[src/rtl/core/bin_packing_placer_macros.svh]
`ifndef BIN_PACKING_PLACER_MACROS_SVH
`define BIN_PACKING_PLACER_MACROS_SVH

// Same-cycle implication, checked on every rising clock edge outside reset.
`define BPP_ASSERT_SAME(label, clk, rst, ante, cons, msg) \
   label: assert property (@(posedge clk) disable iff (rst) (ante) |-> (cons)) \
      else $error(msg);

// Next-cycle implication, checked on every rising clock edge outside reset.
`define BPP_ASSERT_NEXT(label, clk, rst, ante, cons, msg) \
   label: assert property (@(posedge clk) disable iff (rst) (ante) |=> (cons)) \
      else $error(msg);

`endif

[src/rtl/core/bpp_pkg.sv]
`timescale 1ns / 1ps

package bpp_pkg;

   localparam int MAX_BINS  = 16;
   localparam int SIZE_BITS = 8;
   localparam int IDX_W     = $clog2(MAX_BINS);
   localparam int CNT_W     = $clog2(MAX_BINS + 1);
   localparam int CSR_IDX_W = 1;
   localparam int CSR_DAT_W = 8;

   localparam logic [SIZE_BITS-1:0] CAPACITY_RESET = SIZE_BITS'(10);

   localparam logic [CSR_IDX_W-1:0] REG_CAPACITY = 1'b0;
   localparam logic [CSR_IDX_W-1:0] REG_POLICY   = 1'b1;

   typedef enum logic [1:0] {
      POLICY_FIRST = 2'd0,
      POLICY_NEXT  = 2'd1,
      POLICY_BEST  = 2'd2,
      POLICY_WORST = 2'd3
   } policy_type;

   typedef enum logic [1:0] {
      STATUS_PLACED  = 2'd0,
      STATUS_NO_BIN  = 2'd1,
      STATUS_TOO_BIG = 2'd2
   } status_type;

   typedef enum logic [1:0] {
      ST_IDLE   = 2'd0,
      ST_SCAN   = 2'd1,
      ST_COMMIT = 2'd2
   } state_type;

   typedef struct packed {
      logic [SIZE_BITS-1:0] item_size;
      logic                 start_new_set;
   } req_type;

   typedef struct packed {
      logic [3:0]           bin_index;
      logic                 opened_new;
      logic [SIZE_BITS-1:0] room_left;
      logic [4:0]           bins_in_use;
      status_type           status;
   } rsp_type;

   typedef struct packed {
      logic load;
      logic scan;
      logic commit;
   } ctrl_cmd_type;

   typedef struct packed {
      logic scan_done;
   } dp_status_type;

endpackage

[src/rtl/core/bpp_ctrl.sv]
`timescale 1ns / 1ps

module bpp_ctrl (
   input  logic                   clock,
   input  logic                   reset,
   input  logic                   start,
   input  bpp_pkg::dp_status_type dp_status,
   output bpp_pkg::ctrl_cmd_type  cmd,
   output logic                   busy
);

   bpp_pkg::state_type state_ff, state_in;

   always_ff @(posedge clock) begin
      if (reset) begin
         state_ff <= bpp_pkg::ST_IDLE;
      end else begin
         state_ff <= state_in;
      end
   end

   always_comb begin
      state_in = state_ff;
      case (state_ff)
         bpp_pkg::ST_IDLE: begin
            if (start) begin
               state_in = bpp_pkg::ST_SCAN;
            end
         end
         bpp_pkg::ST_SCAN: begin
            if (dp_status.scan_done) begin
               state_in = bpp_pkg::ST_COMMIT;
            end
         end
         bpp_pkg::ST_COMMIT: begin
            state_in = bpp_pkg::ST_IDLE;
         end
         default: begin
            state_in = bpp_pkg::ST_IDLE;
         end
      endcase
   end

   always_comb begin
      cmd  = '0;
      busy = 1'b1;
      case (state_ff)
         bpp_pkg::ST_IDLE: begin
            busy     = 1'b0;
            cmd.load = start;
         end
         bpp_pkg::ST_SCAN: begin
            cmd.scan = 1'b1;
         end
         bpp_pkg::ST_COMMIT: begin
            cmd.commit = 1'b1;
         end
         default: begin
            busy = 1'b1;
         end
      endcase
   end

endmodule

[src/rtl/core/bpp_datapath.sv]
`timescale 1ns / 1ps

module bpp_datapath (
   input  logic                                clock,
   input  logic                                reset,
   input  bpp_pkg::ctrl_cmd_type               cmd,
   output bpp_pkg::dp_status_type              dp_status,
   input  bpp_pkg::req_type                    req_item,
   input  logic                                csr_we,
   input  logic [bpp_pkg::CSR_IDX_W-1:0]       csr_index,
   input  logic [bpp_pkg::CSR_DAT_W-1:0]       csr_wdata,
   output logic                                rsp_valid,
   output bpp_pkg::rsp_type                    rsp_item
);

   localparam int SW = bpp_pkg::SIZE_BITS;
   localparam int IW = bpp_pkg::IDX_W;
   localparam int CW = bpp_pkg::CNT_W;

   logic [SW-1:0]          cap_ff;
   bpp_pkg::policy_type    policy_ff;
   logic [CW-1:0]          count_ff, count_in;
   logic [SW-1:0]          size_ff;
   logic [CW-1:0]          scan_ptr_ff;
   logic                   rd_valid_ff;
   logic [IW-1:0]          rd_idx_ff;
   logic [SW-1:0]          rd_data_ff;
   logic                   found_ff;
   logic [IW-1:0]          chosen_ff;
   logic [SW-1:0]          chosen_room_ff;
   logic                   rsp_valid_ff;
   bpp_pkg::rsp_type       rsp_ff, rsp_in;

   logic [SW-1:0]          mem [bpp_pkg::MAX_BINS];
   logic                   mem_we;
   logic [IW-1:0]          mem_waddr;
   logic [SW-1:0]          mem_wdata;

   logic                   issue;
   logic                   fits;
   logic                   is_last;
   logic                   take;
   logic                   too_big;

   // configuration registers
   always_ff @(posedge clock) begin
      if (reset) begin
         cap_ff    <= bpp_pkg::CAPACITY_RESET;
         policy_ff <= bpp_pkg::POLICY_FIRST;
      end else if (csr_we) begin
         case (csr_index)
            bpp_pkg::REG_CAPACITY: cap_ff    <= csr_wdata[SW-1:0];
            bpp_pkg::REG_POLICY:   policy_ff <= bpp_pkg::policy_type'(csr_wdata[1:0]);
            default:               cap_ff    <= cap_ff;
         endcase
      end
   end

   // room memory: one write port, one registered read port
   always_ff @(posedge clock) begin
      if (mem_we) begin
         mem[mem_waddr] <= mem_wdata;
      end
      rd_data_ff <= mem[scan_ptr_ff[IW-1:0]];
   end

   assign issue   = cmd.scan && (scan_ptr_ff < count_ff);
   assign fits    = rd_data_ff >= size_ff;
   assign is_last = {1'b0, rd_idx_ff} == (count_ff - CW'(1));
   assign too_big = size_ff > cap_ff;

   always_comb begin
      case (policy_ff)
         bpp_pkg::POLICY_FIRST: take = fits && !found_ff;
         bpp_pkg::POLICY_NEXT:  take = fits && is_last;
         bpp_pkg::POLICY_BEST:  take = fits && (!found_ff || rd_data_ff < chosen_room_ff);
         bpp_pkg::POLICY_WORST: take = fits && (!found_ff || rd_data_ff > chosen_room_ff);
         default:               take = 1'b0;
      endcase
   end

   assign dp_status.scan_done = (scan_ptr_ff == count_ff) && !rd_valid_ff;

   always_ff @(posedge clock) begin
      if (reset) begin
         rd_valid_ff <= 1'b0;
         found_ff    <= 1'b0;
         scan_ptr_ff <= '0;
      end else if (cmd.load) begin
         rd_valid_ff <= 1'b0;
         found_ff    <= 1'b0;
         scan_ptr_ff <= '0;
      end else if (cmd.scan) begin
         rd_valid_ff <= issue;
         if (issue) begin
            scan_ptr_ff <= scan_ptr_ff + CW'(1);
         end
         if (rd_valid_ff && take) begin
            found_ff <= 1'b1;
         end
      end
   end

   always_ff @(posedge clock) begin
      if (cmd.load) begin
         size_ff <= req_item.item_size;
      end
      if (issue) begin
         rd_idx_ff <= scan_ptr_ff[IW-1:0];
      end
      if (cmd.scan && rd_valid_ff && take) begin
         chosen_ff      <= rd_idx_ff;
         chosen_room_ff <= rd_data_ff;
      end
   end

   // placement decision
   always_comb begin
      rsp_in             = '0;
      rsp_in.status      = bpp_pkg::STATUS_PLACED;
      count_in           = count_ff;
      mem_we             = 1'b0;
      mem_waddr          = chosen_ff;
      mem_wdata          = chosen_room_ff - size_ff;
      if (too_big) begin
         rsp_in.status = bpp_pkg::STATUS_TOO_BIG;
      end else if (found_ff) begin
         mem_we           = cmd.commit;
         rsp_in.bin_index = 4'(chosen_ff);
         rsp_in.room_left = chosen_room_ff - size_ff;
      end else if (count_ff >= CW'(bpp_pkg::MAX_BINS)) begin
         rsp_in.status = bpp_pkg::STATUS_NO_BIN;
      end else begin
         mem_we            = cmd.commit;
         mem_waddr         = count_ff[IW-1:0];
         mem_wdata         = cap_ff - size_ff;
         rsp_in.bin_index  = 4'(count_ff[IW-1:0]);
         rsp_in.opened_new = 1'b1;
         rsp_in.room_left  = cap_ff - size_ff;
         count_in          = count_ff + CW'(1);
      end
      rsp_in.bins_in_use = 5'(count_in);
   end

   always_ff @(posedge clock) begin
      if (reset) begin
         count_ff     <= '0;
         rsp_valid_ff <= 1'b0;
      end else begin
         rsp_valid_ff <= cmd.commit;
         if (cmd.load && req_item.start_new_set) begin
            count_ff <= '0;
         end else if (cmd.commit) begin
            count_ff <= count_in;
         end
      end
   end

   always_ff @(posedge clock) begin
      if (cmd.commit) begin
         rsp_ff <= rsp_in;
      end
   end

   assign rsp_valid = rsp_valid_ff;
   assign rsp_item  = rsp_ff;

endmodule

[src/rtl/core/bin_packing_placer.sv]
`timescale 1ns / 1ps

// Online bin packer. A transaction is taken when start is high and busy is low; the
// block then reads the room of every open bin, one bin a cycle from its room memory,
// and writes the new room of the chosen or newly opened bin back. The result appears
// on rsp_item for exactly one cycle with rsp_valid high; it is registered after the
// scan and commit states. busy is already low while the result is out, so the next
// transaction can be taken at the edge that ends it.
// The receiver cannot stall, so it must take every result as it comes.
// Configuration (capacity, policy) is written through csr_*; the user must do so only
// while busy is low, as the block itself does not enforce it.

`include "bin_packing_placer_macros.svh"

module bin_packing_placer (
   input  logic                           clock,
   input  logic                           reset,
   input  logic                           start,
   output logic                           busy,
   input  bpp_pkg::req_type               req_item,
   output logic                           rsp_valid,
   output bpp_pkg::rsp_type               rsp_item,
   input  logic                           csr_we,
   input  logic [bpp_pkg::CSR_IDX_W-1:0]  csr_index,
   input  logic [bpp_pkg::CSR_DAT_W-1:0]  csr_wdata
);

   bpp_pkg::ctrl_cmd_type  cmd;
   bpp_pkg::dp_status_type dp_status;

   bpp_ctrl u_ctrl (
      .clock     (clock),
      .reset     (reset),
      .start     (start),
      .dp_status (dp_status),
      .cmd       (cmd),
      .busy      (busy)
   );

   bpp_datapath u_datapath (
      .clock     (clock),
      .reset     (reset),
      .cmd       (cmd),
      .dp_status (dp_status),
      .req_item  (req_item),
      .csr_we    (csr_we),
      .csr_index (csr_index),
      .csr_wdata (csr_wdata),
      .rsp_valid (rsp_valid),
      .rsp_item  (rsp_item)
   );

   `BPP_ASSERT_NEXT(a_accept_busy, clock, reset, start && !busy, busy, "accept without busy")
   `BPP_ASSERT_SAME(a_rsp_idle, clock, reset, rsp_valid, !busy, "result while busy")
   `BPP_ASSERT_SAME(a_open_placed, clock, reset,
      rsp_valid && rsp_item.opened_new,
      rsp_item.status == bpp_pkg::STATUS_PLACED, "new bin without placement")
   `BPP_ASSERT_SAME(a_placed_count, clock, reset,
      rsp_valid && rsp_item.status == bpp_pkg::STATUS_PLACED,
      rsp_item.bins_in_use != 5'd0, "placed with no open bin")

endmodule
[config.mk]
export PLATFORM = sky130hd
export DESIGN_NAME = bin_packing_placer
export DESIGN_NICKNAME = d
export VERILOG_FILES = /design/src/rtl/core/bpp_pkg.sv /design/src/rtl/core/bpp_ctrl.sv /design/src/rtl/core/bpp_datapath.sv /design/src/rtl/core/bin_packing_placer.sv
export VERILOG_INCLUDE_DIRS = /design/src /design/src/rtl/core
export SDC_FILE = /design/constraint.sdc
export NUM_CORES = 1
export LEC_CHECK = 0
export ABC_AREA = 1
export BUFFER_PORTS_ARGS = -buffer_cell sky130_fd_sc_hd__buf_2
export CAP_MARGIN = 20
export CORE_MARGIN = 2
export CORE_UTILIZATION = 60
export DETAILED_ROUTE_END_ITERATION = 7
export HOLD_SLACK_MARGIN = 0.08
export PLACE_DENSITY_LB_ADDON = 0.1
export RECOVER_POWER = 25
export SKIP_CTS_REPAIR_TIMING = 1
export SLEW_MARGIN = 20
export SYNTH_ARGS = -nofsm -noshare
export SYNTH_HDL_FRONTEND = slang
export SYNTH_HIERARCHICAL = 1
export SYNTH_SLANG_ARGS = --single-unit
export TNS_END_PERCENT = 5
[constraint.sdc]
create_clock -name clock -period 4.3 [get_ports clock]
set_clock_uncertainty 0.15 [all_clocks]
set_input_delay 0.43 -clock clock [delete_from_list [all_inputs] [get_ports clock]]
set_output_delay 0.43 -clock clock [all_outputs]
set_load 0.1 [all_outputs]
==> results.py <==
metrics = {
    "synth": {
        "synth_top_area_share_pct": 54.91,
        "synth-adder-area-share_pct": 5.746,
        "synth_top_family_by_area": "simple AND/OR/NAND/NOR gates",
        "post_synth_instance_area_um2": 9407,
        "synth-xor-area-share_pct": 0.9311,
        "ys_seq_area_share_pct": 61.93,
        "synthesis.yosys.warnings": 6,
        "yosys-mux-area-fraction_pct": 1.171,
        "yosysUniqueCellTypes": 46,
        "synthesis.instances": 870,
        "post-synth-top-area-cell": "edfxtp_1",
        "ys_top_cells_by_area": "edfxtp_1 55%, dfxtp_1 7.0%, nand2_1 5.7%, ha_1 5.3%, nor2_1 4.7%",
        "synth_compound_area_share_pct": 10.65,
        "syn_nets": 934,
        "average_cell_area_after_synthesis_um2": 10.81,
        "synth-seq-cells": 205,
        "synth_simple_gate_area_share_pct": 14.54,
    },
    "cts": {
        "cts_root_buffer": "clkbuf_16",
        "clkSlewWorstSetupHoldPaths_ns": 0.06,
        "cts-root-to-sink-buffers": 3,
        "cts_inserted_buffers": 21,
        "tritoncts": "done",
        "clkLatencyLatePin_ns": 0.50,
        "clock-sinks": 205,
        "cts.htree.levels": 1,
    },
    "setup_path": {
        "critPathLaunch": "u_datapath/size_ff[0]",
        "setup.worst_path.class": "flip-flop to flip-flop",
        "critical-path-max-stage-delay_ns": 0.55,
        "list_of_cells_traversed_by_the_critical_path": "ha_1, inv_1, fa_1, nand2_1, nand2_1, nand2_1, nand2_1, nand2_1, nand2_1, nand2_1, nor2_4, inv_4, nand2_1, nand2_1",
        "worst-path-stages": 14,
        "critPathCaptureType": "flip-flop",
        "worst_r2r_startpoint": "u_datapath/size_ff[0]",
        "crit_fanout": 19,
        "cp_data_required_time_ns": 4.22,
        "r2r_cells": 14,
        "crit_family": "simple AND/OR/NAND/NOR gates",
        "critical_path.most_common_cell": "nand2_1",
        "crit_arrival_ns": 3.55,
        "timing.critical_path.slowest_stage_cell": "nand2_1",
        "start_kind": "flip-flop",
        "path_buf_inv": 2,
    },
    "grt": {
        "global_route_wire_length_before_repair_um": 33340,
        "number_of_global_route_vias_before_repair": 6284,
        "antenna_found_initial": 0,
        "grt_start_max_net_pins": 70,
        "globalRouteTotalUtil_pct": 26.24,
        "globalRoute.totalOverflow": 0,
    },
    "place": {
        "place.detailed.hpwl_um": 14800,
        "numPortBuffers": 43,
        "placement.setup.worst_slack_ns": 1.109,
        "finalWeightedCongestion": 0.9648,
    },
    "routing": {
        "drt-pass1-iter-count": 8,
        "via_count": 6714,
        "first_iter_violations": 642,
        "route.detailed.drc": 0,
        "met2_routed_length_um": 10490,
        "drt-wirelength-per-cell_um": 18.97,
        "drt-vias-per-instance": 5.803,
        "post_route_antenna_net_violation_count": 0,
        "detail_route.wirelength.met1_um": 9028,
        "routed.top_layer": "met4",
        "wirelength_um": 21950,
        "detailroute.wirelength.met3_um": 1493,
    },
    "cells_and_area": {
        "area.growth.synth_to_final_pct": 12.78,
        "final_net_count": 996,
        "layout_cells_sized_above_1_pct": 8.783,
    },
    "status": {
        "status": "complete, but fails checks",
        "failed_checks": "capacitance limit, slew limit",
    },
    "floorplan": {
        "core_outline_area_um2": 15260,
        "row_count": 45,
        "die_area_um2": 16700,
        "die-height_um": 129.2,
        "die_w_um": 129.2,
        "io-pin-count": 44,
        "floorplan.initialDensity_pct": 61.65,
    },
    "power_and_ir_drop": {
        "powerDensity_nw_per_um2": 429.4,
        "static-leakage-power_uw": 0.004055,
        "vdd_drop_max_v": 0.0003537,
    },
    "timing": {
        "measured_slew_at_the_worst_slew_check_pin_ns": 1.704,
        "period_minus_slack_ns": 3.625,
        "slew_margin_rel_pct": -13.63,
        "finalHoldViolCount": 0,
        "final.period_utilization_pct": 84.30,
        "clock.fmax_mhz": 275.9,
        "slew_viols_final": 56,
        "setup_violations": 0,
        "postLayoutSetupSlackWorst_ns": 0.6752,
        "fin_setup_tns_ns": 0,
        "unrepaired_setup_endpoints_after_global_routing": "false",
    },
    "worst_hold_path": {
        "worst_hold_path.num_cells": 4,
        "min-delay-path-class": "input pin to flip-flop",
        "holdCritStartpoint": "req_item[0]",
    },
    "flow_run": {
        "max_cap_violations": 1,
    },
}
==> cell type report <==
class | instances | area, um^2
fill | 1104 | 4649
sequential | 205 | 5827
timing repair buffer | 70 | 434.2
antenna | 1 | 2.502
clock inverter | 11 | 133.9
multi-input combinational | 549 | 3085
tap | 211 | 264.0
clock buffer | 25 | 540.5
inverter | 85 | 321.6
==> per-layer routing <==
metal,track usage [%],vias to the layer above
met5,0,-
met4,11.13,0
met1,34.91,3193
li1,-,3166
met2,43.68,288
met3,3.675,67
==> flip-flops by register name, summed over array words and instances, names as in the netlist <==
| name | count |
|---|---|
| u_datapath/rsp_item | 20 |
| u_datapath/rd_idx_ff | 4 |
| u_datapath/rsp_valid | 1 |
| u_datapath/scan_ptr_ff | 5 |
| u_datapath/found_ff | 1 |
| u_ctrl/state_ff | 2 |
| u_datapath/policy_ff | 2 |
| u_datapath/mem | 128 |
| u_datapath/size_ff | 8 |
| u_datapath/chosen_ff | 4 |
| u_datapath/count_ff | 5 |
| u_datapath/rd_valid_ff | 1 |
| u_datapath/chosen_room_ff | 8 |
| u_datapath/rd_data_ff | 8 |
| u_datapath/cap_ff | 8 |
==> cell usage after synthesis (all sizes together) <==
master   count
edfxtp     172
nand2      150
nor2       121
inv         84
o21ai       79
ha          40
a21oi       33
dfxtp       33
nand3       32
o32ai       21
buf         17
clkbuf      14
mux2i       11
o221ai      11
o211ai       8
xnor2        7
nor3         6
nand4        5
or2          5
o22ai        4
nor3b        3
xor2         3
a21o         2
a31oi        2
fa           2
a211oi       1
clkinv       1
nand3b       1
o2111ai      1
o21bai       1
==> path summary, 6_finish.rpt <==
kind | end | slack [ns]
setup reg to reg | u_datapath/mem[12][6] | 0.68
hold reg to reg | u_datapath/cap_ff[0] | 0.33
hold / removal | u_datapath/count_ff[4] | 0.11
setup / recovery | u_datapath/mem[12][6] | 0.68
==> through the flow <==
| step | util, % | power [uW] | instance area [um^2] | cells | hold WS, ns |
|---|---|---|---|---|---|
| global route | 69.51 | 4696 | 10610 | 1156 | 0.1199 |
| floorplan | - | 2623 | 9407 | 870 | 0.2582 |
| CTS | 68.59 | 4562 | 10470 | 1136 | -0.06191 |
| detailed placement | 64.17 | 2773 | 9792 | 1100 | 0.3174 |
| finish | 69.53 | 4555 | 10610 | 1157 | 0.1072 |
| global placement | 64.17 | 2759 | 9792 | 1100 | 0.3038 |
==> placed cells by master, fill, tap and decap left out, types with 6 or more instances in the layout <==
cell type and count:
xnor2_1 7, clkbuf_1 29, a21oi_1 32, o211ai_1 8, edfxtp_1 172, o221ai_1 11
o32ai_1 21, ha_1 40, nor2_1 118, o21ai_0 71, buf_2 18, clkbuf_16 21
nand2_1 144, buf_4 8, mux2i_1 11, o21ai_1 6, nand3_1 30, dlygate4sd3_1 19
dfxtp_1 32, inv_1 78
==> worst reg2reg max path: cells and delay by family (launching register included) <==
kind	cells	cell delay, ns
adder cells (fa/ha/maj)	2	0.39
buffers and inverters	2	0.19
flip-flops	1	0.44
AND/OR/NAND/NOR	10	2.01
==> cells by family (layout without fill, tap and decap cells) <==
| kind of cell | Yosys count | in the layout |
|---|---|---|
| flip-flops | 205 | 205 |
| multiplexers | 11 | 11 |
| other | 0 | 1 |
| XOR/XNOR | 10 | 10 |
| adder cells (fa/ha/maj) | 42 | 42 |
| AND/OR/NAND/NOR | 323 | 323 |
| buffers and inverters | 116 | 191 |
| AO/OA/AOI/OAI | 163 | 163 |
==> where the power goes <==
part           switching [uW]  internal [uW]  total [uW]  leakage (uW)
clock                     726           1080        1800      0.000331
combinational             360            123         483       0.00189
sequential               19.5           2250        2270       0.00183
total                    1110           3450        4560       0.00406
No activity file was read; power rests on OpenSTA's default activity.
